==> src/rtl/xmt_pkg.sv <==
// ============================================================================
// xmt_pkg
// Types, event codes and character constants shared by the XML markup
// tokenizer modules.
// ============================================================================
package xmt_pkg;

    // Slots for the result items of one input item; one item causes at most three.
    localparam int MAX_RES = 4;
    // Width of an event code.
    localparam int EV_W = 4;
    // Width of the line number carried with each result item.
    localparam int LINE_W = 24;

    // Event codes carried by result items.
    typedef enum logic [EV_W-1:0] {
        EV_DOCSTART     = 4'd0,
        EV_DOCEND       = 4'd1,
        EV_ELEMCHAR     = 4'd2,
        EV_ELEMSTART    = 4'd3,
        EV_ELEMEND      = 4'd4,
        EV_ATTRSBEGIN   = 4'd5,
        EV_ATTRNAMECHAR = 4'd6,
        EV_ATTRVALCHAR  = 4'd7,
        EV_ATTRDONE     = 4'd8,
        EV_ATTRSEND     = 4'd9,
        EV_TEXTCHAR     = 4'd10,
        EV_TEXTDONE     = 4'd11,
        EV_LINE         = 4'd12,
        EV_ERROR        = 4'd13
    } t_event;

    // Byte-order mark and markup characters.
    localparam logic [7:0] CH_BOM0   = 8'hEF;
    localparam logic [7:0] CH_BOM1   = 8'hBB;
    localparam logic [7:0] CH_BOM2   = 8'hBF;
    localparam logic [7:0] CH_TAB    = 8'h09;
    localparam logic [7:0] CH_LF     = 8'h0A;
    localparam logic [7:0] CH_CR     = 8'h0D;
    localparam logic [7:0] CH_SPACE  = 8'h20;
    localparam logic [7:0] CH_BANG   = 8'h21;
    localparam logic [7:0] CH_DQUOTE = 8'h22;
    localparam logic [7:0] CH_SQUOTE = 8'h27;
    localparam logic [7:0] CH_DASH   = 8'h2D;
    localparam logic [7:0] CH_SLASH  = 8'h2F;
    localparam logic [7:0] CH_LT     = 8'h3C;
    localparam logic [7:0] CH_EQ     = 8'h3D;
    localparam logic [7:0] CH_GT     = 8'h3E;

    // All events caused by one input item, in emission order.
    typedef struct packed {
        logic [2:0]                     cnt;
        logic [MAX_RES-1:0][EV_W-1:0]   ev;
        logic [7:0]                     ch;
        logic [LINE_W-1:0]              line_old;
        logic [LINE_W-1:0]              line_new;
    } t_bundle;

    // True for the events that carry a character.
    function automatic logic is_char_ev(input logic [EV_W-1:0] ev);
        return (ev == EV_ELEMCHAR) || (ev == EV_ATTRNAMECHAR) ||
               (ev == EV_ATTRVALCHAR) || (ev == EV_TEXTCHAR);
    endfunction

endpackage

==> src/rtl/xmt_core.sv <==
// ============================================================================
// xmt_core
// Phase machine of the tokenizer: holds the parse state and, for one input
// item, works out the next state and the list of events the item causes.
// ============================================================================
module xmt_core #(
    parameter int LINE_BITS = 24
) (
    input  logic            i_clk,
    input  logic            i_rst_n,
    input  logic            i_take,
    input  logic [7:0]      i_byte,
    input  logic            i_end,
    output xmt_pkg::t_bundle o_bundle
);
    import xmt_pkg::*;

    // Parse phases, one-hot.
    typedef enum logic [17:0] {
        PH_START      = 18'h00001,
        PH_PROLOG     = 18'h00002,
        PH_TAG_OPEN   = 18'h00004,
        PH_ELEM_NAME  = 18'h00008,
        PH_ELEM_AFTER = 18'h00010,
        PH_ATTR_NAME  = 18'h00020,
        PH_ATTR_EQ    = 18'h00040,
        PH_ATTR_QUOTE = 18'h00080,
        PH_ATTR_VAL   = 18'h00100,
        PH_ATTR_GAP   = 18'h00200,
        PH_SELF       = 18'h00400,
        PH_CLOSE_NAME = 18'h00800,
        PH_CLOSE_GAP  = 18'h01000,
        PH_COM_OPEN   = 18'h02000,
        PH_COM_BODY   = 18'h04000,
        PH_CONTENT    = 18'h08000,
        PH_TEXT       = 18'h10000,
        PH_HALT       = 18'h20000
    } t_phase;

    localparam logic [LINE_BITS-1:0] LINE_ONE = LINE_BITS'(1);
    localparam logic [LINE_BITS-1:0] LINE_MAX = '1;

    t_phase                 r_phase, n_phase;
    logic [1:0]             r_bom, n_bom;
    logic [1:0]             r_cm, n_cm;
    logic                   r_nonempty, n_nonempty;
    logic                   r_dq, n_dq;
    logic [LINE_BITS-1:0]   r_line, n_line;
    t_bundle                n_bundle;

    // Next state and the event list for the presented item.
    always_comb begin
        t_phase     ph;
        logic [7:0] c;
        logic       blank;
        logic       skip;
        logic       body;
        logic       body_attrs;
        logic [2:0] cnt;
        logic [MAX_RES-1:0][EV_W-1:0] ev;

        c          = i_byte;
        blank      = (c == CH_TAB) || (c == CH_SPACE) || (c == CH_CR) || (c == CH_LF);
        skip       = 1'b0;
        body       = 1'b0;
        body_attrs = 1'b0;
        cnt        = 3'd0;
        ev         = '0;
        ph         = r_phase;
        n_phase    = r_phase;
        n_bom      = r_bom;
        n_cm       = r_cm;
        n_nonempty = r_nonempty;
        n_dq       = r_dq;
        n_line     = r_line;

        // The first item of a document opens it.
        if (r_phase == PH_START) begin
            ev[cnt[1:0]] = EV_DOCSTART; cnt = cnt + 3'd1;
            ph      = PH_PROLOG;
            n_phase = PH_PROLOG;
            n_bom   = 2'd0;
        end

        if (i_end) begin
            // End of document: flag an unfinished construct, then rewind.
            if (ph == PH_PROLOG) begin
                if (n_bom == 2'd1 || n_bom == 2'd2) begin
                    ev[cnt[1:0]] = EV_ERROR; cnt = cnt + 3'd1;
                end
            end else if (ph != PH_CONTENT && ph != PH_HALT) begin
                ev[cnt[1:0]] = EV_ERROR; cnt = cnt + 3'd1;
            end
            ev[cnt[1:0]] = EV_DOCEND; cnt = cnt + 3'd1;
            n_phase    = PH_START;
            n_bom      = 2'd0;
            n_cm       = 2'd0;
            n_nonempty = 1'b0;
            n_dq       = 1'b0;
            n_line     = LINE_ONE;
        end else begin
            case (ph)
                PH_PROLOG: begin
                    if (n_bom == 2'd1) begin
                        if (c == CH_BOM1) begin
                            n_bom = 2'd2;
                        end else begin
                            ev[cnt[1:0]] = EV_ERROR; cnt = cnt + 3'd1;
                            n_phase = PH_HALT;
                        end
                    end else if (n_bom == 2'd2) begin
                        if (c == CH_BOM2) begin
                            n_bom = 2'd3;
                        end else begin
                            ev[cnt[1:0]] = EV_ERROR; cnt = cnt + 3'd1;
                            n_phase = PH_HALT;
                        end
                    end else if (n_bom == 2'd0 && c == CH_BOM0) begin
                        n_bom = 2'd1;
                    end else begin
                        n_bom = 2'd3;
                        if (blank) begin
                            skip = 1'b1;
                        end else if (c == CH_LT) begin
                            n_phase = PH_TAG_OPEN;
                        end else begin
                            ev[cnt[1:0]] = EV_ERROR; cnt = cnt + 3'd1;
                            n_phase = PH_HALT;
                        end
                    end
                end
                PH_TAG_OPEN: begin
                    if (blank) begin
                        skip = 1'b1;
                    end else if (c == CH_SLASH) begin
                        n_nonempty = 1'b1;
                        n_phase    = PH_CLOSE_NAME;
                    end else if (c == CH_BANG) begin
                        n_cm    = 2'd0;
                        n_phase = PH_COM_OPEN;
                    end else if (c == CH_EQ || c == CH_GT) begin
                        n_nonempty = 1'b0;
                        ev[cnt[1:0]] = EV_ELEMSTART; cnt = cnt + 3'd1;
                        body = 1'b1;
                    end else begin
                        ev[cnt[1:0]] = EV_ELEMCHAR; cnt = cnt + 3'd1;
                        n_nonempty = 1'b1;
                        n_phase    = PH_ELEM_NAME;
                    end
                end
                PH_ELEM_NAME: begin
                    if (blank) begin
                        skip    = 1'b1;
                        n_phase = PH_ELEM_AFTER;
                    end else if (c == CH_EQ || c == CH_GT || (c == CH_SLASH && r_nonempty)) begin
                        ev[cnt[1:0]] = EV_ELEMSTART; cnt = cnt + 3'd1;
                        body = 1'b1;
                    end else begin
                        ev[cnt[1:0]] = EV_ELEMCHAR; cnt = cnt + 3'd1;
                    end
                end
                PH_ELEM_AFTER: begin
                    if (blank) begin
                        skip = 1'b1;
                    end else begin
                        ev[cnt[1:0]] = EV_ELEMSTART; cnt = cnt + 3'd1;
                        body = 1'b1;
                    end
                end
                PH_ATTR_NAME: begin
                    if (blank) begin
                        skip    = 1'b1;
                        n_phase = PH_ATTR_EQ;
                    end else if (c == CH_EQ) begin
                        n_phase = PH_ATTR_QUOTE;
                    end else if (c == CH_GT || c == CH_SLASH) begin
                        ev[cnt[1:0]] = EV_ERROR; cnt = cnt + 3'd1;
                        n_phase = PH_HALT;
                    end else begin
                        ev[cnt[1:0]] = EV_ATTRNAMECHAR; cnt = cnt + 3'd1;
                    end
                end
                PH_ATTR_EQ: begin
                    if (blank) begin
                        skip = 1'b1;
                    end else if (c == CH_EQ) begin
                        n_phase = PH_ATTR_QUOTE;
                    end else begin
                        ev[cnt[1:0]] = EV_ERROR; cnt = cnt + 3'd1;
                        n_phase = PH_HALT;
                    end
                end
                PH_ATTR_QUOTE: begin
                    if (blank) begin
                        skip = 1'b1;
                    end else if (c == CH_DQUOTE || c == CH_SQUOTE) begin
                        n_dq    = (c == CH_DQUOTE);
                        n_phase = PH_ATTR_VAL;
                    end else begin
                        ev[cnt[1:0]] = EV_ERROR; cnt = cnt + 3'd1;
                        n_phase = PH_HALT;
                    end
                end
                PH_ATTR_VAL: begin
                    if (c == (r_dq ? CH_DQUOTE : CH_SQUOTE)) begin
                        ev[cnt[1:0]] = EV_ATTRDONE; cnt = cnt + 3'd1;
                        n_phase = PH_ATTR_GAP;
                    end else begin
                        ev[cnt[1:0]] = EV_ATTRVALCHAR; cnt = cnt + 3'd1;
                    end
                end
                PH_ATTR_GAP: begin
                    if (blank) begin
                        skip = 1'b1;
                    end else begin
                        body       = 1'b1;
                        body_attrs = 1'b1;
                    end
                end
                PH_SELF: begin
                    if (blank) begin
                        skip = 1'b1;
                    end else begin
                        ev[cnt[1:0]] = EV_ELEMEND; cnt = cnt + 3'd1;
                        if (c == CH_GT) begin
                            n_phase = PH_CONTENT;
                        end else begin
                            ev[cnt[1:0]] = EV_ERROR; cnt = cnt + 3'd1;
                            n_phase = PH_HALT;
                        end
                    end
                end
                PH_CLOSE_NAME: begin
                    if (blank) begin
                        skip    = 1'b1;
                        n_phase = PH_CLOSE_GAP;
                    end else if (c == CH_GT) begin
                        ev[cnt[1:0]] = EV_ELEMEND; cnt = cnt + 3'd1;
                        n_phase = PH_CONTENT;
                    end else if (c == CH_EQ || (c == CH_SLASH && r_nonempty)) begin
                        ev[cnt[1:0]] = EV_ERROR; cnt = cnt + 3'd1;
                        n_phase = PH_HALT;
                    end
                end
                PH_CLOSE_GAP: begin
                    if (blank) begin
                        skip = 1'b1;
                    end else if (c == CH_GT) begin
                        ev[cnt[1:0]] = EV_ELEMEND; cnt = cnt + 3'd1;
                        n_phase = PH_CONTENT;
                    end else begin
                        ev[cnt[1:0]] = EV_ERROR; cnt = cnt + 3'd1;
                        n_phase = PH_HALT;
                    end
                end
                PH_COM_OPEN: begin
                    if (r_cm < 2'd2) begin
                        if (c == CH_DASH) begin
                            n_cm = r_cm + 2'd1;
                        end else begin
                            ev[cnt[1:0]] = EV_ERROR; cnt = cnt + 3'd1;
                            n_phase = PH_HALT;
                        end
                    end else if (blank) begin
                        skip    = 1'b1;
                        n_cm    = 2'd0;
                        n_phase = PH_COM_BODY;
                    end else begin
                        ev[cnt[1:0]] = EV_ERROR; cnt = cnt + 3'd1;
                        n_phase = PH_HALT;
                    end
                end
                PH_COM_BODY: begin
                    // A newline in a comment counts; "-->" closes unless a third dash leads.
                    skip = (c == CH_LF);
                    if (c == CH_DASH && r_cm < 2'd2) begin
                        n_cm = r_cm + 2'd1;
                    end else if (c == CH_GT && r_cm == 2'd2) begin
                        n_cm    = 2'd0;
                        n_phase = PH_CONTENT;
                    end else begin
                        n_cm = 2'd0;
                    end
                end
                PH_CONTENT: begin
                    if (blank) begin
                        skip = 1'b1;
                    end else if (c == CH_LT) begin
                        n_phase = PH_TAG_OPEN;
                    end else begin
                        ev[cnt[1:0]] = EV_TEXTCHAR; cnt = cnt + 3'd1;
                        n_phase = PH_TEXT;
                    end
                end
                PH_TEXT: begin
                    if (c == CH_LT) begin
                        ev[cnt[1:0]] = EV_TEXTDONE; cnt = cnt + 3'd1;
                        n_phase = PH_TAG_OPEN;
                    end else begin
                        ev[cnt[1:0]] = EV_TEXTCHAR; cnt = cnt + 3'd1;
                    end
                end
                default: begin
                end
            endcase

            // Tag body after the element name or after an attribute value.
            if (body) begin
                if (c == CH_SLASH || c == CH_GT) begin
                    if (body_attrs) begin
                        ev[cnt[1:0]] = EV_ATTRSEND; cnt = cnt + 3'd1;
                    end
                    n_phase = (c == CH_SLASH) ? PH_SELF : PH_CONTENT;
                end else begin
                    if (!body_attrs) begin
                        ev[cnt[1:0]] = EV_ATTRSBEGIN; cnt = cnt + 3'd1;
                    end
                    n_nonempty = 1'b0;
                    if (c == CH_EQ) begin
                        n_phase = PH_ATTR_QUOTE;
                    end else begin
                        ev[cnt[1:0]] = EV_ATTRNAMECHAR; cnt = cnt + 3'd1;
                        n_nonempty = 1'b1;
                        n_phase    = PH_ATTR_NAME;
                    end
                end
            end

            // A skipped newline bumps the saturating line counter; it is always last.
            if (skip && c == CH_LF) begin
                if (r_line != LINE_MAX) begin
                    n_line = r_line + LINE_ONE;
                end
                ev[cnt[1:0]] = EV_LINE; cnt = cnt + 3'd1;
            end
        end

        n_bundle.cnt      = cnt;
        n_bundle.ev       = ev;
        n_bundle.ch       = c;
        n_bundle.line_old = LINE_W'(r_line);
        n_bundle.line_new = LINE_W'(n_line);
    end

    assign o_bundle = n_bundle;

    // Parse state advances once per accepted item.
    always_ff @(posedge i_clk) begin
        if (!i_rst_n) begin
            r_phase    <= PH_START;
            r_bom      <= 2'd0;
            r_cm       <= 2'd0;
            r_nonempty <= 1'b0;
            r_dq       <= 1'b0;
            r_line     <= LINE_ONE;
        end else if (i_take) begin
            r_phase    <= n_phase;
            r_bom      <= n_bom;
            r_cm       <= n_cm;
            r_nonempty <= n_nonempty;
            r_dq       <= n_dq;
            r_line     <= n_line;
        end
    end

endmodule

==> src/rtl/xmt_outq.sv <==
// ============================================================================
// xmt_outq
// Result register and skid slot: holds event lists and hands their events
// out one result item per cycle while the output is ready.
// ============================================================================
module xmt_outq (
    input  logic                 i_clk,
    input  logic                 i_rst_n,
    input  logic                 i_push,
    input  xmt_pkg::t_bundle     i_bundle,
    output logic                 o_ready,
    output logic                 o_valid,
    input  logic                 i_out_ready,
    output logic [xmt_pkg::EV_W-1:0]   o_event,
    output logic [7:0]                 o_char,
    output logic [xmt_pkg::LINE_W-1:0] o_line,
    output logic                       o_last
);
    import xmt_pkg::*;

    t_bundle    r_a, r_p;
    logic       r_a_valid, r_p_valid;
    logic [1:0] r_idx;
    logic [EV_W-1:0] cur_ev;
    logic       fire;
    logic       a_done;

    assign cur_ev  = r_a.ev[r_idx];
    assign o_last  = ((3'(r_idx) + 3'd1) == r_a.cnt);
    assign fire    = r_a_valid && i_out_ready;
    assign a_done  = fire && o_last;
    assign o_ready = !r_p_valid;

    // Result fields of the current event.
    assign o_valid = r_a_valid;
    assign o_event = cur_ev;
    assign o_char  = is_char_ev(cur_ev) ? r_a.ch : 8'd0;
    assign o_line  = (cur_ev == EV_LINE) ? r_a.line_new : r_a.line_old;

    // Control: the active list drains, the skid slot refills it in order.
    always_ff @(posedge i_clk) begin
        if (!i_rst_n) begin
            r_a_valid <= 1'b0;
            r_p_valid <= 1'b0;
            r_idx     <= 2'd0;
        end else if (!r_a_valid || a_done) begin
            r_idx <= 2'd0;
            if (r_p_valid) begin
                r_a_valid <= 1'b1;
                r_p_valid <= 1'b0;
            end else begin
                r_a_valid <= i_push;
            end
        end else begin
            if (fire) begin
                r_idx <= r_idx + 2'd1;
            end
            if (i_push) begin
                r_p_valid <= 1'b1;
            end
        end
    end

    // Payload of both slots.
    always_ff @(posedge i_clk) begin
        if (!r_a_valid || a_done) begin
            if (r_p_valid) begin
                r_a <= r_p;
            end else begin
                r_a <= i_bundle;
            end
        end
        if (i_push) begin
            r_p <= i_bundle;
        end
    end

endmodule

==> src/rtl/xml_markup_tokenizer_unit.sv <==
// ============================================================================
// xml_markup_tokenizer_unit
// Streaming XML tokenizer: document bytes in, SAX-style events out.
// ============================================================================
// One document byte is taken per item, and an item with tlast set ends the
// document (its byte is ignored) and rewinds the parser for the next one.
// Each item causes zero to three result items, sent one per cycle while
// the output is ready; the first is held in the output register, or in the
// skid slot while that register is busy. The input takes a new item in
// every cycle as long as each item yields at most one result and the
// output is not stalled; an item with more results can hold the input
// while its events drain, since the output register hands out a single
// result item per cycle. A skid slot holds one list while a result waits.
// ============================================================================
module xml_markup_tokenizer_unit #(
    parameter int LINE_BITS = 24
) (
    input  logic        i_clk,
    input  logic        i_rst_n,
    // Input items.
    input  logic        s_axis_tvalid,
    output logic        s_axis_tready,
    input  logic [7:0]  s_axis_tdata,   // [7:0] byte_in
    input  logic        s_axis_tlast,   // doc_end
    // Result items.
    output logic        m_axis_tvalid,
    input  logic        m_axis_tready,
    output logic [31:0] m_axis_tdata,   // [7:0] char_out, [31:8] line_no
    output logic [3:0]  m_axis_tuser,   // [3:0] event_res
    output logic        m_axis_tlast    // last_of_run
);
    import xmt_pkg::*;

    t_bundle           bundle;
    logic              take;
    logic [EV_W-1:0]   ev;
    logic [7:0]        ch;
    logic [LINE_W-1:0] line;

    assign take = s_axis_tvalid && s_axis_tready;

    // Phase machine.
    xmt_core #(
        .LINE_BITS (LINE_BITS)
    ) u_core (
        .i_clk    (i_clk),
        .i_rst_n  (i_rst_n),
        .i_take   (take),
        .i_byte   (s_axis_tdata),
        .i_end    (s_axis_tlast),
        .o_bundle (bundle)
    );

    // Result register and serializer.
    xmt_outq u_outq (
        .i_clk       (i_clk),
        .i_rst_n     (i_rst_n),
        .i_push      (take && (bundle.cnt != 3'd0)),
        .i_bundle    (bundle),
        .o_ready     (s_axis_tready),
        .o_valid     (m_axis_tvalid),
        .i_out_ready (m_axis_tready),
        .o_event     (ev),
        .o_char      (ch),
        .o_line      (line),
        .o_last      (m_axis_tlast)
    );

    assign m_axis_tdata = {line, ch};
    assign m_axis_tuser = ev;

endmodule

==> config.mk <==
export PLATFORM = sky130hd
export DESIGN_NAME = xml_markup_tokenizer_unit
export DESIGN_NICKNAME = d
export VERILOG_FILES = /design/src/rtl/xmt_pkg.sv /design/src/rtl/xmt_core.sv /design/src/rtl/xmt_outq.sv /design/src/rtl/xml_markup_tokenizer_unit.sv
export SDC_FILE = /design/constraint.sdc
export NUM_CORES = 1
export LEC_CHECK = 0
export ABC_AREA = 1
export BUFFER_PORTS_ARGS = -buffer_cell sky130_fd_sc_hd__buf_2
export CORE_MARGIN = 2
export CORE_UTILIZATION = 30
export CTS_CLUSTER_SIZE = 28
export DETAILED_ROUTE_END_ITERATION = 10
export PLACE_DENSITY = 0.5
export SLEW_MARGIN = 20
export SYNTH_ARGS = -nofsm -noshare
export SYNTH_HDL_FRONTEND = slang
export SYNTH_SLANG_ARGS = --single-unit
==> constraint.sdc <==
create_clock -name i_clk -period 10.24 [get_ports i_clk]
set_input_delay 2.048 -clock i_clk [delete_from_list [all_inputs] [get_ports i_clk]]
set_output_delay 2.048 -clock i_clk [all_outputs]
set_load 0.005 [all_outputs]
==> impl_metrics.toml, run 1 <==
[detailed_routing]
wire_per_inst_um = 19.3
drtIter0Drc = 1041
viasPerCell = 5.05
vias = 11600
antenna_left = 0
routed_wl_um = 44300
drc_errors = 0
drtPass1Iterations = 5

[logic_synthesis]
avgSynthCellArea_sq_um = 8.01
ys_types = 66
synthArstFlopShare = 0
synthesis.area_sq_um = 13200
synth_seq_area_share = 0.419
yosysWarnings = 0
syn_inst = 1654
synth_edf_count = 150
ys_seq_elements = 202
syn-num-nets = 1720
synthFlopType = "edfxtp_1"

[critical_path]
crit_type = "primary input to register"
critical_path.endpoint_type = "register"
worst-path-max-fanout = 46
cp_common_cell = "nand2_1"
slowest_delay_ns = 0.64
cpMaxStageDelayCell = "buf_4"
startpoint_type = "primary input"
cp.required_ns = 10.40
arrival_ns = 8.03

[placed_design]
gp_congestion = 0.988
numPortBuffers = 51
hpwl_um = 33700

[pwr]
p_per_area_nw_per_um2 = 230
p_sw_mw = 1.24
intPower_mw = 2.19
ir_drop_uv = 187
power_frac_seq = 0.397
p_comb_frac = 0.349
power_mw = 3.43
p_sw_frac = 0.361
clkPwrFrac = 0.254
power.leakage_nw = 6.27

[finish]
nFillCells = 4666
layout.nets = 1757
final_util = 0.344
syn2layout_area_growth_pct = 12.5
final_common_cell = "nand2_1"
drive_above_1_share = 0.154
mostFrequentLayoutCells = "nand2_1 (352), inv_1 (188), nor2_1 (158)"

[die]
num_rows = 76
dieHeight_um = 214
initial_core_util = 0.305
design.die.area_sq_um = 45800
coreArea_sq_um = 43400
ios = 52
die_w_um = 214

[timing]
setup_viol = 0
skew_ns = 0.0232
fin_crit_ns = 7.88
fmax_mhz = 127
timing.final.crit_share = 0.769
finalMaxSlewViolations = 0
rsz0062_at_grt = "false"
fin_tns_setup_ns = 0
tightest_slew_ns = 1.03
timing.final.hold_violations = 0
slew_headroom = 0.311

[global_route]
grt.met1_usage = 0.278
overflow = 0
met3_usage = 0.0370
grt_start_max_net_pins = 97
grt_pass1_vias = 10900
antenna_found_initial = 3
grt.busiest_layer = "met2"
grt_use_total = 0.189
met2_usage = 0.279
grt_pass1_wl_um = 67100

[clock_network]
cts.sinks = 202
cts_resized = 0
post-cts-setup-buffers = 0
root_buffer = "clkbuf_16"
numCtsBuffers = 24
clk_pin_slew_ns = 0.06
cts-htree-levels = 1
cts_hold_buf = 0
cts_tree = "built"
cts_buffer_depth = 3
clock_latency_ns = 0.54

[hold_path]
hold_path_class = "register to register"

[status]
outcome = "completed"

[job]
max-cap-violations = 0
==> registers in the layout (all words and copies together) (netlist names) <==
signal and count:
u_outq.r_a 75, u_core.r_line 24, u_outq.r_p 75, u_outq.r_p_valid 1
u_core.r_phase 18, u_core.r_dq 1, u_outq.r_idx 2, u_core.r_nonempty 1
u_core.r_cm 2, u_outq.o_valid 1, u_core.r_bom 2
==> power groups by stage <==
stage | clock (mW) | sequential, mW | combinational [mW]
after global routing | 0.933 | 1.40 | 1.34
after CTS | 0.899 | 1.37 | 1.21
final | 0.872 | 1.36 | 1.20
after floorplan | 0 | 1.36 | 0.816
after global placement | 0 | 1.37 | 1.20
after detailed placement | 0 | 1.38 | 1.20
==> through the flow <==
step	worst slack [ns]	instances	hold WS (ns)	area [sq um]
floorplan	2.62	1654	0.445	13200
global placement	2.12	2250	0.454	14100
detailed placement	1.88	2250	0.456	14100
CTS	2.42	2294	0.466	14900
global route	1.82	2294	0.483	14900
finish	2.36	2296	0.470	14900
==> per-layer routing <==
layer | up-vias | part of all wire
met4 | 2 | 0.026
met5 | - | 0.00027
met1 | 5526 | 0.49
met2 | 338 | 0.42
met3 | 67 | 0.065
li1 | 5665 | -
==> logic make-up (layout without fill, tap and decap cells) <==
family | Yosys count | count (layout) | share of synthesized area
other cells | 0 | 2 | 0
mux | 27 | 27 | 0.0230
buf+inv | 274 | 329 | 0.0820
xor+xnor | 16 | 16 | 0.0106
compound gates | 283 | 283 | 0.125
flops | 202 | 202 | 0.419
fa+ha+maj | 53 | 53 | 0.0501
simple gates | 799 | 799 | 0.290
==> cells in the mapped netlist, types with 21 or more instances <==
master	count	area (sq um)
clkbuf_1	32	120
a21oi_1	75	375
nor2_2	21	131
mux2_2	27	304
dfxtp_1	52	1040
o21ai_0	117	586
inv_1	189	709
nand3_1	97	485
nand2_1	353	1330
edfxtp_1	150	4500
inv_2	28	105
nor3_1	39	195
nor2_1	158	593
nand4_1	36	225
ha_1	53	663
==> critical path, delay by kind of cell <==
| kind | cells | cell delay (ns) |
|---|---|---|
| buf+inv | 7 | 1.72 |
| fa+ha+maj | 4 | 1.20 |
| simple gates | 15 | 2.44 |
| compound gates | 4 | 0.58 |
==> worst paths after layout <==
kind | start | endpoint | slack [ns] | cells after the start
setup / recovery | s_axis_tdata[7] | u_outq.r_p[10] | 2.36 | 30
hold / removal | u_core.r_bom[1] | u_core.r_bom[1] | 0.47 | 2
setup reg to reg | u_core.r_phase[17] | u_outq.r_p[10] | 3.25 | 33
hold reg to reg | u_core.r_bom[1] | u_core.r_bom[1] | 0.47 | 2
==> layout make-up <==
| cell class | instances | area [sq um] | share of cell area |
|---|---|---|---|
| Multi-Input combinational cell | 1178 | 6620 | 0.444 |
| Sequential cell | 202 | 5550 | 0.372 |
| Inverter | 221 | 831 | 0.0557 |
| Tap cell | 585 | 732 | 0.0491 |
| Clock buffer | 34 | 678 | 0.0455 |
| Timing Repair Buffer | 64 | 353 | 0.0237 |
| Clock inverter | 10 | 136 | 0.00915 |
| Antenna cell | 2 | 5.00 | 0.000336 |
Power figures use the tool's default switching activity.
==> run 2, diff against run 1 <==
==> constraint.sdc (replaced) <==
create_clock -name i_clk -period 7.45 [get_ports i_clk]
set_input_delay 1.49 -clock i_clk [delete_from_list [all_inputs] [get_ports i_clk]]
set_output_delay 1.49 -clock i_clk [all_outputs]
set_load 0.005 [all_outputs]
==> impl_metrics.toml, run 2 (synthesis gave the netlist of run 1 again) <==
[status]
outcome = "completed"

[timing]
rsz0062_at_grt = "false"
fin_crit_ns = 6.12
timing.final.crit_share = 0.821
fmax_mhz = 163
timing.final.hold_violations = 0
finalMaxSlewViolations = 0
fin_tns_setup_ns = 0
tightest_slew_ns = 1.07
slew_headroom = 0.267
skew_ns = 0.0113
setup_viol = 0

[critical_path]
cpMaxStageDelayCell = "buf_4"
worst-path-max-fanout = 27
r2r_cells = 34
crit_start = "s_axis_tdata[7]"
regToRegSetupSlack_ns = 1.43
cp.required_ns = 7.65
arrival_ns = 6.32
startpoint_type = "primary input"
crit_type = "primary input to register"
cp_common_cell = "nand2_1"
worstReg2RegEnd = "u_outq.r_p[49]"
r2r-start = "u_core.r_phase[17]"
critical_path.endpoint_type = "register"
slowest_delay_ns = 0.35

[die]
initial_core_util = 0.305
die_w_um = 214
ios = 52
coreArea_sq_um = 43400
num_rows = 76
design.die.area_sq_um = 45800
dieHeight_um = 214

[detailed_routing]
vias = 11500
antenna_left = 0
drc_errors = 0
drtIter0Drc = 943
routed_wl_um = 44900
viasPerCell = 5.02
wire_per_inst_um = 19.5
drtPass1Iterations = 5

[global_route]
grt_pass1_wl_um = 68300
grt_start_max_net_pins = 95
grt_pass1_vias = 11100
antenna_found_initial = 0
overflow = 0
grt_use_total = 0.192

[clock_network]
cts.sinks = 202
cts-htree-levels = 1
clk_pin_slew_ns = 0.06
cts_tree = "built"
clock_latency_ns = 0.54
post-cts-setup-buffers = 0
root_buffer = "clkbuf_16"
cts_resized = 0
cts_hold_buf = 0
cts_buffer_depth = 3
numCtsBuffers = 24

[pwr]
ir_drop_uv = 265
power.leakage_nw = 6.29
power_mw = 4.72
p_per_area_nw_per_um2 = 316

[finish]
nFillCells = 4682
multi_input_area_sq_um = 6620
reg_top3 = "u_outq.r_a: 75 flops, u_outq.r_p: 75 flops, u_core.r_line: 24 flops"
final_common_cell = "nand2_1"
diodes = 0
drive_above_1_share = 0.160
syn2layout_area_growth_pct = 12.7
final-seq-area_sq_um = 5550
mostFrequentLayoutCells = "nand2_1 (352), inv_1 (188), nor2_1 (158)"
layout.nets = 1764

[job]
max-cap-violations = 0

[placed_design]
gp_congestion = 0.966
hpwl_um = 34300
numPortBuffers = 51

[hold_path]
min_to = "u_core.r_bom[0]"
hold_path_class = "register to register"
hold_start = "u_core.r_bom[0]"
min_path_cells = 2
==> run 2: cell count changes in the layout (fill, tap and decap cells not counted), sizes merged, moves of 2 or more <==
cell      previous run  this run
clkbuf              34        28
diode                2         0
buf                 64        71
inv                217       219
clkinvlp             0         4
==> run 2: metrics by stage <==
step | setup WS, ns | area (sq um) | util | hold slack (ns) | instances
2_1_floorplan | 0.392 | 13200 | - | 0.445 | 1654
3_3_place_gp | 0.974 | 14100 | 0.326 | 0.456 | 2257
3_5_place_dp | 0.796 | 14100 | 0.326 | 0.460 | 2257
4_1_cts | 1.35 | 14900 | 0.344 | 0.469 | 2301
5_1_grt | 0.752 | 14900 | 0.344 | 0.501 | 2301
6_report | 1.33 | 14900 | 0.344 | 0.465 | 2301
==> run 2: power breakdown <==
| part | leakage [nW] | internal (mW) | total [mW] | switching [mW] |
|---|---|---|---|---|
| sequential | 1.96 | 1.74 | 1.88 | 0.135 |
| combinational | 3.95 | 0.547 | 1.68 | 1.13 |
| clock | 0.374 | 0.675 | 1.16 | 0.488 |
| total | 6.29 | 2.97 | 4.72 | 1.75 |
==> run 2: metal layers <==
metal	wire, um	share of wire	vias up	GRT usage
li1	-	-	5691	-
met1	22300	0.50	5463	0.284
met2	19300	0.43	329	0.297
met3	2230	0.050	64	0.0233
met4	1100	0.024	0	0.0498
met5	0	0	-	0
==> run 2: worst max path at each step <==
stage | endpoint | cells after the start
2_1_floorplan | u_outq.r_p[0] | 32
6_report | u_outq.r_p[49] | 32
4_1_cts | u_outq.r_p[53] | 32
3_5_place_dp | u_outq.r_p[48] | 32
3_3_place_gp | u_outq.r_p[54] | 32
5_1_grt | u_outq.r_p[55] | 32
==> run 2: final cells by class <==
type / instances / share of cell area
tap: 585 / 0.0490
clock inverter: 16 / 0.0105
sequential: 202 / 0.372
inverter: 221 / 0.0556
timing repair buffer: 71 / 0.0280
clock buffer: 28 / 0.0419
multi-input combinational: 1178 / 0.443
==> run 2: critical path: cells and delay by family <==
kind            cells  cell delay [ns]
fa+ha+maj           4             0.99
buf+inv             7             0.97
simple gates       17             2.27
compound gates      4             0.55
==> run 3, diff against run 2 <==
--- a/config.mk
+++ b/config.mk
@@ -11,7 +11,7 @@
 export CORE_UTILIZATION = 30
 export CTS_CLUSTER_SIZE = 28
 export DETAILED_ROUTE_END_ITERATION = 10
-export PLACE_DENSITY = 0.5
+export PLACE_DENSITY = 0.51
 export SLEW_MARGIN = 20
 export SYNTH_ARGS = -nofsm -noshare
 export SYNTH_HDL_FRONTEND = slang
==> constraint.sdc (replaced) <==
create_clock -name i_clk -period 5.3 [get_ports i_clk]
set_input_delay 1.06 -clock i_clk [delete_from_list [all_inputs] [get_ports i_clk]]
set_output_delay 1.06 -clock i_clk [all_outputs]
set_load 0.005 [all_outputs]
==> impl_metrics.toml, run 3 (synthesis gave the netlist of run 1 again) <==
[clock_network]
numCtsBuffers = 24
cts.sinks = 202
cts_buffer_depth = 3
cts_tree = "built"
clock_latency_ns = 0.54
root_buffer = "clkbuf_16"
clk_pin_slew_ns = 0.06
cts_hold_buf = 0
cts-htree-levels = 1

[global_route]
grt_pass1_wl_um = 69600
met2_usage = 0.302
antenna_found_initial = 2
overflow = 0
grt_use_total = 0.195
met3_usage = 0.0349
grt.busiest_layer = "met2"
grt_start_max_net_pins = 95
grt_pass1_vias = 11700
grt.met1_usage = 0.278

[hold_path]
hold_start = "u_core.r_line[13]"
min_to = "u_outq.r_p[37]"
min_path_cells = 0
hold_path_class = "register to register"

[placed_design]
gp_congestion = 0.972
hpwl_um = 35400
numPortBuffers = 51
place_ws_ns = -0.355
placedCellCount = 2383

[job]
max-cap-violations = 0

[finish]
reg_top3 = "u_outq.r_a: 75 flops, u_outq.r_p: 75 flops, u_core.r_line: 24 flops"
fin_cells = 2437
mostFrequentLayoutCells = "nand2_1 (344), inv_1 (181), nor2_1 (153)"
syn2layout_area_growth_pct = 22.4
multi_input_area_sq_um = 6790
layout.nets = 1899
nFillCells = 4446
drive_above_1_share = 0.236
final-seq-area_sq_um = 5550
final_common_cell = "nand2_1"

[timing]
fin_tns_setup_ns = 0
finalMaxSlewViolations = 0
timing.hold.ws_ns = 0.473
setup_viol = 0
setup_slack_ns = 0.255
tightest_slew_ns = 1.09
fin_crit_ns = 5.04
skew_ns = 0.0205
slew_headroom = 0.270
fmax_mhz = 198
timing.final.hold_violations = 0
timing.final.crit_share = 0.952

[die]
die_w_um = 214
dieHeight_um = 214
initial_core_util = 0.305
design.die.area_sq_um = 45800
coreArea_sq_um = 43400
ios = 52
num_rows = 76

[critical_path]
slowest_delay_ns = 0.30
r2r_cells = 34
cp.required_ns = 5.59
worstReg2RegEnd = "u_outq.r_p[42]"
startpoint_type = "primary input"
critical_path.endpoint_type = "register"
regToRegSetupSlack_ns = 0.29
cpMaxStageDelayCell = "ha_1"
arrival_ns = 5.33
crit_type = "primary input to register"
worst-path-max-fanout = 12
r2r-start = "u_core.r_phase[6]"

[detailed_routing]
routed_wl_um = 45600
drtIter0Drc = 1116
vias = 12000
wire_per_inst_um = 18.7
antenna_left = 0
drc_errors = 0
drtPass1Iterations = 5
viasPerCell = 4.93

[pwr]
power.leakage_nw = 7.00
power_mw = 7.12
ir_drop_uv = 376
p_per_area_nw_per_um2 = 440

[status]
outcome = "completed"
==> run 3: per-layer routing <==
layer | part of all wire | routed length (um)
met5 | 0 | 0
met2 | 0.44 | 20100
met1 | 0.47 | 21600
met4 | 0.023 | 1050
met3 | 0.062 | 2850
==> run 3: power breakdown <==
part,switching [mW],internal [mW],total (mW)
Combinational,1.72,1.17,2.89
Clock,0.665,0.939,1.60
Sequential,0.181,2.44,2.62
Total,2.57,4.55,7.12
==> run 3: timing repair <==
action                     in CTS  in global routing
hold endpoints to repair        0                  0
pin swaps                       0                  6
resized for setup               2                 20
gates cloned                    0                  3
setup buffers                   0                  6
setup endpoints to repair      78                 86
==> run 3: worst max path at each step <==
stage,from,endpoint,slack (ns),cells past startpoint
floorplan,s_axis_tdata[6],u_outq.r_p[0],-0.60,31
global placement,s_axis_tdata[4],u_outq.r_p[55],-0.27,34
detailed placement,s_axis_tdata[7],u_outq.r_p[51],-0.35,34
CTS,u_core.r_phase[11],u_outq.r_p[51],0.03,36
global route,s_axis_tdata[4],u_outq.r_p[42],-0.04,35
finish,s_axis_tdata[6],u_outq.r_p[42],0.26,34
==> run 3: metrics by stage <==
stage / instance area [sq um] / util
floorplan: 13300 / -
global placement: 15200 / 0.351
detailed placement: 15200 / 0.351
CTS: 16000 / 0.368
global route: 16200 / 0.374
finish: 16200 / 0.374
==> run 3: critical path: cells and delay by family <==
kind                     cells  cell delay (ns)
adder cells (fa/ha/maj)      4             1.06
AO/OA/AOI/OAI                3             0.33
AND/OR/NAND/NOR             18             1.90
buffers and inverters        9             0.96
==> run 3: cell type report <==
class | instances | share of cell area
timing repair buffer | 206 | 0.0946
clock inverter | 12 | 0.00795
inverter | 221 | 0.0517
antenna | 1 | 0.000154
clock buffer | 32 | 0.0389
tap | 585 | 0.0452
sequential | 202 | 0.342
multi-input combinational | 1178 | 0.419
